<file path="src/rtl/pnm_hdr_pkg.sv">
package pnm_hdr_pkg;

  localparam logic [1:0] KIND_DATA  = 2'd0;
  localparam logic [1:0] KIND_EOF   = 2'd1;
  localparam logic [1:0] KIND_START = 2'd2;

  typedef enum logic [2:0] {
    ST_PARSING    = 3'd0,
    ST_COMPLETE   = 3'd1,
    ST_EMPTY      = 3'd2,
    ST_NOT_PNM    = 3'd3,
    ST_BAD_TYPE   = 3'd4,
    ST_EOF_NUMBER = 3'd5,
    ST_IGNORED    = 3'd6
  } status_t;

  typedef enum logic [2:0] {
    PH_LETTER = 3'd0,
    PH_TYPE   = 3'd1,
    PH_SKIP   = 3'd2,
    PH_DIGITS = 3'd3,
    PH_DONE   = 3'd4
  } phase_t;

  localparam logic [7:0] CH_P     = 8'h50;
  localparam logic [7:0] CH_5     = 8'h35;
  localparam logic [7:0] CH_6     = 8'h36;
  localparam logic [7:0] CH_HASH  = 8'h23;
  localparam logic [7:0] CH_LF    = 8'h0a;
  localparam logic [7:0] CH_TAB   = 8'h09;
  localparam logic [7:0] CH_CR    = 8'h0d;
  localparam logic [7:0] CH_SPACE = 8'h20;
  localparam logic [7:0] CH_ZERO  = 8'h30;
  localparam logic [7:0] CH_NINE  = 8'h39;

  localparam logic [1:0] CHAN_GREY  = 2'd1;
  localparam logic [1:0] CHAN_COLOR = 2'd3;

  localparam logic [30:0] MAX_LIMIT = 31'h7fffffff;
  localparam logic [30:0] LIM_2B    = 31'd256;
  localparam logic [30:0] LIM_4B    = 31'd65536;

  localparam logic [2:0] VB_ONE  = 3'd1;
  localparam logic [2:0] VB_TWO  = 3'd2;
  localparam logic [2:0] VB_FOUR = 3'd4;

  typedef struct packed {
    logic [1:0] kind;
    logic [7:0] data_byte;
  } hdr_item_t;

  typedef struct packed {
    status_t     status;
    logic [31:0] image_width;
    logic [31:0] image_height;
    logic [30:0] max_value;
    logic [1:0]  channels;
    logic [2:0]  value_bytes;
  } hdr_result_t;

  function automatic logic [2:0] value_bytes_of(input logic [30:0] m);
    logic [2:0] vb;
    if (m >= LIM_4B) begin
      vb = VB_FOUR;
    end else if (m >= LIM_2B) begin
      vb = VB_TWO;
    end else begin
      vb = VB_ONE;
    end
    return vb;
  endfunction

endpackage

</file>
<file path="src/rtl/pnm_hdr_in_stage.sv">
module pnm_hdr_in_stage
  import pnm_hdr_pkg::*;
(
  input  logic      clk,
  input  logic      rst,
  input  logic      item_valid,
  output logic      item_ready,
  input  hdr_item_t item,
  input  logic      take,
  output logic      held_valid,
  output hdr_item_t held
);

  assign item_ready = !held_valid || take;

  always_ff @(posedge clk) begin
    if (rst) begin
      held_valid <= 1'b0;
    end else if (item_ready) begin
      held_valid <= item_valid;
    end
  end

  always_ff @(posedge clk) begin
    if (item_valid && item_ready) begin
      held <= item;
    end
  end

endmodule

</file>
<file path="src/rtl/pnm_hdr_core.sv">
module pnm_hdr_core
  import pnm_hdr_pkg::*;
#(
  parameter int NUMBER_WIDTH = 32
) (
  input  logic        clk,
  input  logic        rst,
  input  logic        go,
  input  hdr_item_t   item,
  output hdr_result_t res
);

  localparam int NW = NUMBER_WIDTH;
  localparam int CW = (NUMBER_WIDTH > 32) ? NUMBER_WIDTH : 32;

  phase_t         phase, phase_next;
  logic [1:0]     idx, idx_next;
  logic           in_comment, in_comment_next;
  logic [NW-1:0]  acc, acc_next;
  logic [NW-1:0]  width_reg, width_next;
  logic [NW-1:0]  height_reg, height_next;
  logic [30:0]    max_reg, max_next;
  logic [1:0]     channel_reg, channel_next;
  status_t        status;

  logic           is_data, is_eof, is_start;
  logic           is_digit, is_space, is_hash, is_lf;
  logic           skip_fin, dig_fin, idx_last, do_finish;
  logic [NW-1:0]  dval, acc_mul, fin_val;
  logic [CW-1:0]  fin_ext, w_ext, h_ext;
  logic [30:0]    fin_sat;

  assign is_data  = (item.kind == KIND_DATA);
  assign is_eof   = (item.kind == KIND_EOF);
  assign is_start = (item.kind == KIND_START);
  assign is_digit = (item.data_byte >= CH_ZERO) && (item.data_byte <= CH_NINE);
  assign is_space = (item.data_byte == CH_SPACE) ||
                    ((item.data_byte >= CH_TAB) && (item.data_byte <= CH_CR));
  assign is_hash  = (item.data_byte == CH_HASH);
  assign is_lf    = (item.data_byte == CH_LF);

  // non-digit where a number starts: number is 0, byte consumed
  assign skip_fin = is_data && !is_hash && !in_comment && !is_space && !is_digit;
  assign dig_fin  = !(is_data && is_digit);
  assign idx_last = idx[1];

  assign dval    = NW'(item.data_byte[3:0]);
  assign acc_mul = (acc << 3) + (acc << 1) + dval;
  assign fin_val = (phase == PH_DIGITS) ? acc : '0;
  assign fin_ext = CW'(fin_val);
  assign fin_sat = (fin_ext > CW'(MAX_LIMIT)) ? MAX_LIMIT : fin_ext[30:0];

  always_comb begin
    phase_next = phase;
    if (is_start) begin
      phase_next = PH_LETTER;
    end else if (is_data || is_eof) begin
      case (phase)
        PH_LETTER: begin
          phase_next = (is_eof || item.data_byte != CH_P) ? PH_DONE : PH_TYPE;
        end
        PH_TYPE: begin
          phase_next = (is_data && (item.data_byte == CH_5 || item.data_byte == CH_6))
                       ? PH_SKIP : PH_DONE;
        end
        PH_SKIP: begin
          if (is_eof) begin
            phase_next = PH_DONE;
          end else if (skip_fin) begin
            phase_next = idx_last ? PH_DONE : PH_SKIP;
          end else if (!is_hash && !in_comment && !is_space && is_digit) begin
            phase_next = PH_DIGITS;
          end
        end
        PH_DIGITS: begin
          if (dig_fin) begin
            phase_next = (idx_last || is_eof) ? PH_DONE : PH_SKIP;
          end
        end
        default: begin
          phase_next = PH_DONE;
        end
      endcase
    end
  end

  always_comb begin
    idx_next        = idx;
    in_comment_next = in_comment;
    acc_next        = acc;
    width_next      = width_reg;
    height_next     = height_reg;
    max_next        = max_reg;
    channel_next    = channel_reg;
    status          = ST_PARSING;
    do_finish       = 1'b0;
    if (is_start) begin
      idx_next        = '0;
      in_comment_next = 1'b0;
      acc_next        = '0;
      width_next      = '0;
      height_next     = '0;
      max_next        = '0;
      channel_next    = '0;
    end else if (!(is_data || is_eof)) begin
      status = ST_IGNORED;
    end else begin
      case (phase)
        PH_LETTER: begin
          if (is_eof) begin
            status = ST_EMPTY;
          end else if (item.data_byte != CH_P) begin
            status = ST_NOT_PNM;
          end
        end
        PH_TYPE: begin
          if (is_data && item.data_byte == CH_5) begin
            channel_next = CHAN_GREY;
          end else if (is_data && item.data_byte == CH_6) begin
            channel_next = CHAN_COLOR;
          end else begin
            status = ST_BAD_TYPE;
          end
          idx_next        = '0;
          in_comment_next = 1'b0;
          acc_next        = '0;
        end
        PH_SKIP: begin
          if (is_eof) begin
            status = ST_EOF_NUMBER;
          end else if (is_hash) begin
            in_comment_next = 1'b1;
          end else if (in_comment) begin
            if (is_lf) begin
              in_comment_next = 1'b0;
            end
          end else if (is_space) begin
            in_comment_next = in_comment;
          end else if (is_digit) begin
            acc_next = dval;
          end else begin
            do_finish = 1'b1;
          end
        end
        PH_DIGITS: begin
          if (dig_fin) begin
            do_finish = 1'b1;
          end else begin
            acc_next = acc_mul;
          end
        end
        default: begin
          status = ST_IGNORED;
        end
      endcase
      if (do_finish) begin
        acc_next        = '0;
        in_comment_next = 1'b0;
        if (idx_last) begin
          max_next = fin_sat;
          status   = ST_COMPLETE;
        end else begin
          if (idx == 2'd0) begin
            width_next = fin_val;
          end else begin
            height_next = fin_val;
          end
          idx_next = idx + 2'd1;
          if (is_eof) begin
            status = ST_EOF_NUMBER;
          end
        end
      end
    end
  end

  assign w_ext = CW'(width_next);
  assign h_ext = CW'(height_next);

  always_comb begin
    res        = '0;
    res.status = status;
    if (status == ST_COMPLETE) begin
      res.image_width  = w_ext[31:0];
      res.image_height = h_ext[31:0];
      res.max_value    = max_next;
      res.channels     = channel_next;
      res.value_bytes  = value_bytes_of(max_next);
    end
  end

  always_ff @(posedge clk) begin
    if (rst) begin
      phase       <= PH_LETTER;
      idx         <= '0;
      in_comment  <= 1'b0;
      acc         <= '0;
      width_reg   <= '0;
      height_reg  <= '0;
      max_reg     <= '0;
      channel_reg <= '0;
    end else if (go) begin
      phase       <= phase_next;
      idx         <= idx_next;
      in_comment  <= in_comment_next;
      acc         <= acc_next;
      width_reg   <= width_next;
      height_reg  <= height_next;
      max_reg     <= max_next;
      channel_reg <= channel_next;
    end
  end

endmodule

</file>
<file path="src/rtl/pnm_hdr_out_stage.sv">
module pnm_hdr_out_stage
  import pnm_hdr_pkg::*;
(
  input  logic        clk,
  input  logic        rst,
  input  logic        load,
  input  hdr_result_t res,
  output logic        free,
  output logic        result_valid,
  input  logic        result_ready,
  output hdr_result_t result
);

  assign free = !result_valid || result_ready;

  always_ff @(posedge clk) begin
    if (rst) begin
      result_valid <= 1'b0;
    end else if (free) begin
      result_valid <= load;
    end
  end

  always_ff @(posedge clk) begin
    if (load && free) begin
      result <= res;
    end
  end

endmodule

</file>
<file path="src/rtl/pnm_header_parser_top.sv">
// Binary PNM header parser. Each input beat (data byte, end of file or start)
// yields exactly one result beat carrying the parse status and, on completion,
// width, height, saturated max value, channel count and bytes per value.
// Throughput is one beat per cycle unless result_ready stalls the output. A
// beat passes the input register, then the combinational parse step, then the
// result register. The per-byte state update, including the multiply-by-ten
// digit accumulate, is combinational within that parse step. NUMBER_WIDTH
// sets the wrap width of the header numbers.
module pnm_header_parser_top
  import pnm_hdr_pkg::*;
#(
  parameter int NUMBER_WIDTH = 32
) (
  input  logic        clk,
  input  logic        rst,
  input  logic        item_valid,
  output logic        item_ready,
  input  hdr_item_t   item,
  output logic        result_valid,
  input  logic        result_ready,
  output hdr_result_t result
);

  logic        held_valid;
  hdr_item_t   held;
  logic        free;
  logic        go;
  hdr_result_t res;

  assign go = held_valid && free;

  pnm_hdr_in_stage u_in (
    .clk        (clk),
    .rst        (rst),
    .item_valid (item_valid),
    .item_ready (item_ready),
    .item       (item),
    .take       (go),
    .held_valid (held_valid),
    .held       (held)
  );

  pnm_hdr_core #(
    .NUMBER_WIDTH (NUMBER_WIDTH)
  ) u_core (
    .clk  (clk),
    .rst  (rst),
    .go   (go),
    .item (held),
    .res  (res)
  );

  pnm_hdr_out_stage u_out (
    .clk          (clk),
    .rst          (rst),
    .load         (go),
    .res          (res),
    .free         (free),
    .result_valid (result_valid),
    .result_ready (result_ready),
    .result       (result)
  );

endmodule

</file>
<file path="config.mk">
export PLATFORM = sky130hd
export DESIGN_NAME = pnm_header_parser_top
export DESIGN_NICKNAME = d
export VERILOG_FILES = /design/src/rtl/pnm_hdr_pkg.sv /design/src/rtl/pnm_hdr_in_stage.sv /design/src/rtl/pnm_hdr_core.sv /design/src/rtl/pnm_hdr_out_stage.sv /design/src/rtl/pnm_header_parser_top.sv
export SDC_FILE = /design/constraint.sdc
export NUM_CORES = 1
export LEC_CHECK = 0
export BUFFER_PORTS_ARGS = -buffer_cell sky130_fd_sc_hd__buf_2
export CAP_MARGIN = 5
export CORE_UTILIZATION = 45
export DETAILED_ROUTE_END_ITERATION = 7
export GPL_ROUTABILITY_DRIVEN = 0
export GPL_TIMING_DRIVEN = 1
export PLACE_DENSITY_LB_ADDON = 0.12
export RECOVER_POWER = 25
export SLEW_MARGIN = 0
export SYNTH_ARGS = -nofsm -noshare
export SYNTH_HDL_FRONTEND = slang
export SYNTH_SLANG_ARGS = --single-unit
</file>
<file path="constraint.sdc">
create_clock -name clk -period 9 [get_ports clk]
set_input_delay 2.25 -clock clk [delete_from_list [all_inputs] [get_ports clk]]
set_output_delay 2.25 -clock clk [all_outputs]
set_load 0.03 [all_outputs]
</file>
==> summary.md, run 1 <==
| Metric | Value |
|---|---|
| P_leak | roughly 5.2 nW |
| Largest net degree at the start of global routing | 64 |
| Post-synth cell types | 75 |
| Initial cell density of the core | 0.462 |
| Flop-to-flop setup slack | about 3200 ps |
| Maximum VDD drop | ~0.13 mV |
| Vias/cell | between 5 and 6 |
| Post_cts resized | 0 |
| Final setup margin | about 3200 ps |
| Clock root cell | clkbuf_16 |
| Dpl ws | roughly 3900 ps |
| Synthesized area | between 10000 and 15000 µm² |
| Int Pwr | ~1.9 mW |
| Yosys warns | 0 |
| Detailed-route via count | ~8600 |
| DRT iter0 DRCs | around 650 |
| NetSw | about 550 µW |
| Number of iterations in the first detailed-routing pass | 5 |
| Total routed wirelength | around 28 mm |
| Layout cells sized above 1 | 0.156 |
| Clock buffer count from CTS | 26 |
| I/O pins | between 100 and 150 |
| Fillers | between 2000 and 2500 |
| Initial antenna violation count | 0 |
| Dpl hpwl | 18.5 mm |
| Placed cell area | between 10000 and 15000 µm² |
| Vias in the first global route | 8210 |
| Antenna-violating nets left | 0 |
| Fraction of registers with async set/reset | 0 |
| Failing checks | capacitance limit, slew limit |
| Clk pwr share | 0.467 |
| Port-buffer cells | ~120 |
| Syn nets | approximately 1200 |
| Part of the cycle the worst path needs | 0.650 |
| CP arrival | between 6000 and 7000 ps |
| Hold-fix buffers, CTS | 0 |
| H-tree depth | 1 |
| First-pass GRT wire length | 44.7 mm |
| Final Slew Violations | about 210 |
| Footprint of the multi-input gates | roughly 5000 µm² |
| Core box area | between 20000 and 25000 µm² |
| Worst Clk Skew | around 17 ps |
| Cells after synthesis | 1107 |
| Most flop-heavy register | u_out.result |
| CTS tree | yes |
| Antenna diodes | 0 |
| Fin area | 13000 µm² |
| Main synth FF type | dfxtp_1 |
| CP required | 9280 ps |
| Max Fclk | 171 MHz |
| Power density cells | roughly 190 nW/µm² |
| Routed wire length per instance | between 15 and 20 µm |
| Crit. End Element | flop |
| # rows | 57 |
| Hold Crit Class | reg2reg |
| Outcome | finished with violations |
| Fin. Hold Viols | 0 |
| P&R area growth vs syn | 15.0% |
| Crit Path Max Fanout | 58 |
| Chip Width | roughly 160 µm |
| Worst skew pair latency | between 500 and 600 ps |
| Relative slew slack | -1.01 |
| Setup TNS | 0 ps |
| Sw Share | 0.224 |
| Overall routing resource usage | 0.216 |
| Crit path time final | about 5800 ps |
| Crit Path Category | reg2reg |
| Hold WS | 459 ps |
| Max reg flops | a little over 100 |
| DRC violations left | 0 |
| Post-synth EDFFs | 113 |
| Seq pwr share | 0.482 |
| Worst Tran Pin Value | ~3000 ps |
| Final setup vio count | 0 |
| Synthesized area per cell | between 10 and 15 µm² |
| Grt ovf | 0 |
| FF+latch area | about 6000 µm² |
| Final nets | approximately 1300 |
| Worst-path clk slew | 60 ps |
| Gate power share | 0.051 |
| Max-cap check violation count | 4 |
| Commonest non-fill, non-tap cells in the layout | 144 x nor2_1, 128 x dfxtp_1, 118 x buf_2, 113 x edfxtp_1, 74 x a21oi_1 |
| Sequential share of the synthesized area | 0.527 |
| Max clock buf depth | 3 |
| Most common cell after layout, fill and taps aside | nor2_1 |
| Full die area | between 20000 and 30000 µm² |
| Die H | about 160 µm |
| Post-CTS setup buffers | 0 |
| Startpoint type of the worst setup path | flop |
| Clock sink count | approximately 240 |
| FF+latch count, synth | roughly 240 |
| Unrepaired setup endpoints after global routing | false |
synth_stat cells, types with 7 or more instances:
cell	count	area share
a21o_1	10	0.0066
a21oi_1	74	0.033
a22o_1	62	0.048
a22oi_1	11	0.0073
and3_1	70	0.039
buf_2	7	0.0031
clkbuf_1	59	0.020
dfxtp_1	129	0.23
edfxtp_1	113	0.30
ha_1	58	0.064
inv_1	12	0.0040
nand2_1	73	0.024
nand3_1	26	0.011
nand4_1	9	0.0050
nor2_1	147	0.049
nor3_1	18	0.0079
o211ai_1	8	0.0053
o21a_1	13	0.0086
o21ai_0	57	0.025
xnor2_1	20	0.015
final timing paths:
| kind | start | endpoint | cells after the start |
|---|---|---|---|
| setup / recovery | u_in.held[9] | u_out.result[2] | 11 |
| hold / removal | u_core.max_reg[24] | u_core.max_reg[24] | 2 |
| setup reg to reg | u_in.held[9] | u_out.result[2] | 11 |
| hold reg to reg | u_core.max_reg[24] | u_core.max_reg[24] | 2 |
layout make-up:
cell class,instances,area share
sequential,242,0.458
clock buffer,31,0.0513
inverter,12,0.00365
tap,324,0.0311
timing repair buffer,131,0.0513
multi-input combinational,779,0.385
clock inverter,17,0.0198
logic make-up (layout without fill, tap and decap cells):
kind of cell | count (synthesis) | count (layout) | synth area share
flops | 242 | 242 | 0.527
simple gates | 393 | 393 | 0.172
mux | 6 | 6 | 0.00541
fa+ha+maj | 60 | 60 | 0.0675
compound gates | 294 | 294 | 0.176
xor+xnor | 26 | 26 | 0.0201
buf+inv | 86 | 191 | 0.0322
worst max-delay path, cell delays in order (launching register included):
cell      delay [ps]
edfxtp_1         330
clkbuf_1         980
nor2_1           150
a31oi_1          500
nand2_1          140
o21ai_0          100
clkbuf_1        1470
nand2_1          120
clkbuf_1         730
mux2i_1          290
or4_4            580
and2_1           190
routing by layer:
metal	vias up	part of all wire	track usage
met3	42	0.052	0.0284
met2	241	0.43	0.334
met1	4087	0.50	0.317
met4	0	0.021	0.0587
met5	-	0	0
li1	4273	-	-
stage by stage:
step,utilization,std cells,power [mW]
global placement,0.495,1488,1.34
CTS,0.533,1536,2.49
global route,0.532,1536,2.55
floorplan,-,1107,1.30
finish,0.532,1536,2.46
detailed placement,0.495,1488,1.34
power groups by stage:
stage | Clock (mW) | Combinational (mW) | Sequential, mW
after floorplan | 0 | 0.0491 | 1.26
after global placement | 0 | 0.128 | 1.21
after detailed placement | 0 | 0.128 | 1.21
after CTS | 1.17 | 0.128 | 1.19
after global routing | 1.22 | 0.137 | 1.19
final | 1.15 | 0.127 | 1.19
No activity file was read; power rests on OpenSTA's default activity.
==> inputs of run 2 (changes only) <==
==> constraint.sdc (replaced) <==
create_clock -name clk -period 5.9 [get_ports clk]
set_input_delay 1.475 -clock clk [delete_from_list [all_inputs] [get_ports clk]]
set_output_delay 1.475 -clock clk [all_outputs]
set_load 0.03 [all_outputs]
==> summary.md, run 2 (synthesis results as in run 1) <==
| Metric | Value |
|---|---|
| Outcome | finished with violations (unchanged) |
| Failing checks | capacitance limit, slew limit (unchanged) |
| Layout cells sized above 1 | 0.104 (was 0.156) |
| Worst Clk Skew | 24.5 ps (was 17.4 ps) |
| DRC violations left | 0 (unchanged) |
| Final nets | 1265 (was 1266) |
| Fin. Hold Viols | 0 (unchanged) |
| Clock root cell | clkbuf_16 (unchanged) |
| Total routed wirelength | 28.3 mm (was 27.9 mm) |
| First-pass GRT wire length | 45.6 mm (was 44.7 mm) |
| Slowest stage delay, CP | 1360 ps (was 1470 ps) |
| Most used routing layer in global routing | met2 (unchanged) |
| Routed wire length per instance | 18.4 µm (was 18.2 µm) |
| Max Fclk | 230 MHz |
| Clock sink count | 242 (unchanged) |
| Most frequent cell on the critical path | clkbuf_1 (unchanged) |
| HP Start | u_core.max_reg[19] (was u_core.max_reg[24]) |
| CP required | 6300 ps (was 9280 ps) |
| Fin area | 12900 µm² (was 13000 µm²) |
| Relative slew slack | -0.195 (was -1.01) |
| Hold path depth | 2 (unchanged) |
| DRT iter0 DRCs | 643 (was 652) |
| Slowest-stage cell, CP | clkbuf_1 (unchanged) |
| Unrepaired setup endpoints after global routing | false (unchanged) |
| P_leak | 4.96 nW (was 5.18 nW) |
| Startpoint type of the worst setup path | input pin (was flop) |
| Number of iterations in the first detailed-routing pass | 7 (was 5) |
| Critical R2R Launch | u_in.held[9] (unchanged) |
| Post_cts resized | 0 (unchanged) |
| Crit path time final | between 4000 and 5000 ps |
| Die H | 161 µm (unchanged) |
| Dpl hpwl | 19.1 mm (was 18.5 mm) |
| Setup TNS | 0 ps (unchanged) |
| Commonest non-fill, non-tap cells in the layout | 144 x nor2_1, 128 x dfxtp_1, 113 x edfxtp_1, 74 x a21oi_1, 73 x nand2_1 (was 144 x nor2_1, 128 x dfxtp_1, 118 x buf_2, 113 x edfxtp_1, 74 x a21oi_1) |
| Crit Path Max Fanout | 37 (was 58) |
| I/O pins | 119 (unchanged) |
| Hold Path Sink | u_core.max_reg[19] (was u_core.max_reg[24]) |
| Grt met1 use | 0.327 (was 0.317) |
| Max-cap check violation count | 1 (was 4) |
| CP arrival | 4750 ps (was 6120 ps) |
| Chip Width | 161 µm (unchanged) |
| P&R area growth vs syn | 13.3% (was 15.0%) |
| Dpl ws | 1780 ps (was 3920 ps) |
| Initial antenna violation count | 0 (unchanged) |
| Worst-path cell chain | clkbuf_1 > clkbuf_1 > nor2_1 > a2bb2oi_1 > o21ai_0 (was clkbuf_1 > nor2_1 > a31oi_1 > nand2_1 > o21ai_0 > clkbuf_1 > nand2_1 > clkbuf_1 > mux2i_1 > or4_4 > and2_1) |
| Critical Path Start | rst (was u_in.held[9]) |
| Hold-fix buffers, CTS | 0 (unchanged) |
| Port-buffer cells | 118 (unchanged) |
| Met3 Use GR | 0.0266 (was 0.0284) |
| Worst Tran Pin Value | 1790 ps (was 3020 ps) |
| Grt ovf | 0 (unchanged) |
| Hold Crit Class | reg2reg (unchanged) |
| Tot Pwr | 3.53 mW (was 2.46 mW) |
| Final setup margin | 1550 ps (was 3150 ps) |
| Vias/cell | 5.64 (was 5.63) |
| Largest net degree at the start of global routing | 61 (was 64) |
| Crit Path Category | in2reg (was reg2reg) |
| Worst skew pair latency | 530 ps (about the same) |
| Worst-path clk slew | 60 ps (about the same) |
| Post-CTS setup buffers | 0 (unchanged) |
| H-tree depth | 1 (unchanged) |
| Maximum VDD drop | 0.199 mV (was 0.132 mV) |
| Core box area | 24500 µm² (unchanged) |
| Initial cell density of the core | 0.462 (unchanged) |
| Cells after DPL | 1488 (unchanged) |
| Power density cells | 274 nW/µm² (was 189 nW/µm²) |
| Max clock buf depth | 3 (unchanged) |
| Placed cell area | 12200 µm² (unchanged) |
| Flop-to-flop setup slack | 2050 ps (was 3150 ps) |
| Worst reg2reg endpoint | u_core.width_reg[27] (was u_out.result[2]) |
| Final Instance Count excl. Fillers | 1534 (was 1536) |
| Most common cell after layout, fill and taps aside | nor2_1 (unchanged) |
| Vias in the first global route | 8404 (was 8210) |
| Clock buffer count from CTS | 25 (was 26) |
| Part of the cycle the worst path needs | 0.738 |
| Antenna diodes | 0 (unchanged) |
| GRT met2 Usage | 0.344 (was 0.334) |
| Final setup vio count | 0 (unchanged) |
| Most flop-heavy register | u_out.result (unchanged) |
| Antenna-violating nets left | 0 (unchanged) |
| Detailed-route via count | 8645 (was 8643) |
| Max reg flops | 103 (unchanged) |
| Full die area | 25800 µm² (unchanged) |
| Fillers | 2304 (was 2220) |
| Overall routing resource usage | 0.220 (was 0.216) |
| CTS tree | yes (unchanged) |
| # rows | 57 (unchanged) |
| CP top delay family | buffers and inverters (unchanged) |
| Worst path buffer plus inverter count | 2 (was 3) |
| R2R cell count | 10 (was 11) |
| Crit. End Element | flop (unchanged) |
| Final Slew Violations | 38 (was 211) |
[run 2: cell count changes in the layout (fill, tap and decap cells not counted), moves of 2 or more]
cell | before | now
buf_2 | 118 | 54
buf_4 | 8 | 11
bufinv_16 | 6 | 0
clkbuf_1 | 10 | 72
clkbuf_8 | 0 | 5
clkinv_2 | 4 | 2
clkinvlp_4 | 1 | 3
[run 2: layout make-up]
class / count / area [µm²] / area share
multi-input combinational: 779 / 5020 / 0.391
inverter: 12 / 47.5 / 0.00370
tap: 324 / 405 / 0.0315
clock inverter: 9 / 60.1 / 0.00467
timing repair buffer: 131 / 601 / 0.0467
sequential: 242 / 5980 / 0.465
clock buffer: 37 / 742 / 0.0577
[run 2: routing by layer]
| metal | vias up | part of all wire |
|---|---|---|
| met5 | - | 0 |
| met4 | 0 | 0.012 |
| met3 | 27 | 0.062 |
| met2 | 278 | 0.44 |
| met1 | 4074 | 0.49 |
| li1 | 4266 | - |
[run 2: worst register-to-register path, delay by kind of cell (launching register included)]
family / cells / cell delay, ps
AO/OA/AOI/OAI: 3 / 730
buffers and inverters: 2 / 1110
AND/OR/NAND/NOR: 5 / 1440
flip-flops: 1 / 490
[run 2: where the power goes]
group / internal (mW) / switching [mW] / total (mW)
logic: 0.0383 / 0.150 / 0.189
registers: 1.79 / 0.0205 / 1.81
clock network: 0.875 / 0.650 / 1.52
total: 2.71 / 0.821 / 3.53
[run 2: worst max-delay path by stage]
stage / to / slack, ps / cells past startpoint
6_report: u_core.acc[30] / 1550 / 5
5_1_grt: u_core.acc[30] / 1320 / 5
4_1_cts: u_core.width_reg[26] / 2240 / 9
3_5_place_dp: u_core.height_reg[17] / 1780 / 9
3_3_place_gp: u_core.height_reg[28] / 1830 / 9
2_1_floorplan: u_core.acc[18] / 1210 / 11
[run 2: metrics by stage]
step	hold WS, ps	util
3_5_place_dp	449	0.495
3_3_place_gp	443	0.495
4_1_cts	460	0.528
2_1_floorplan	432	-
6_report	458	0.524
5_1_grt	482	0.524
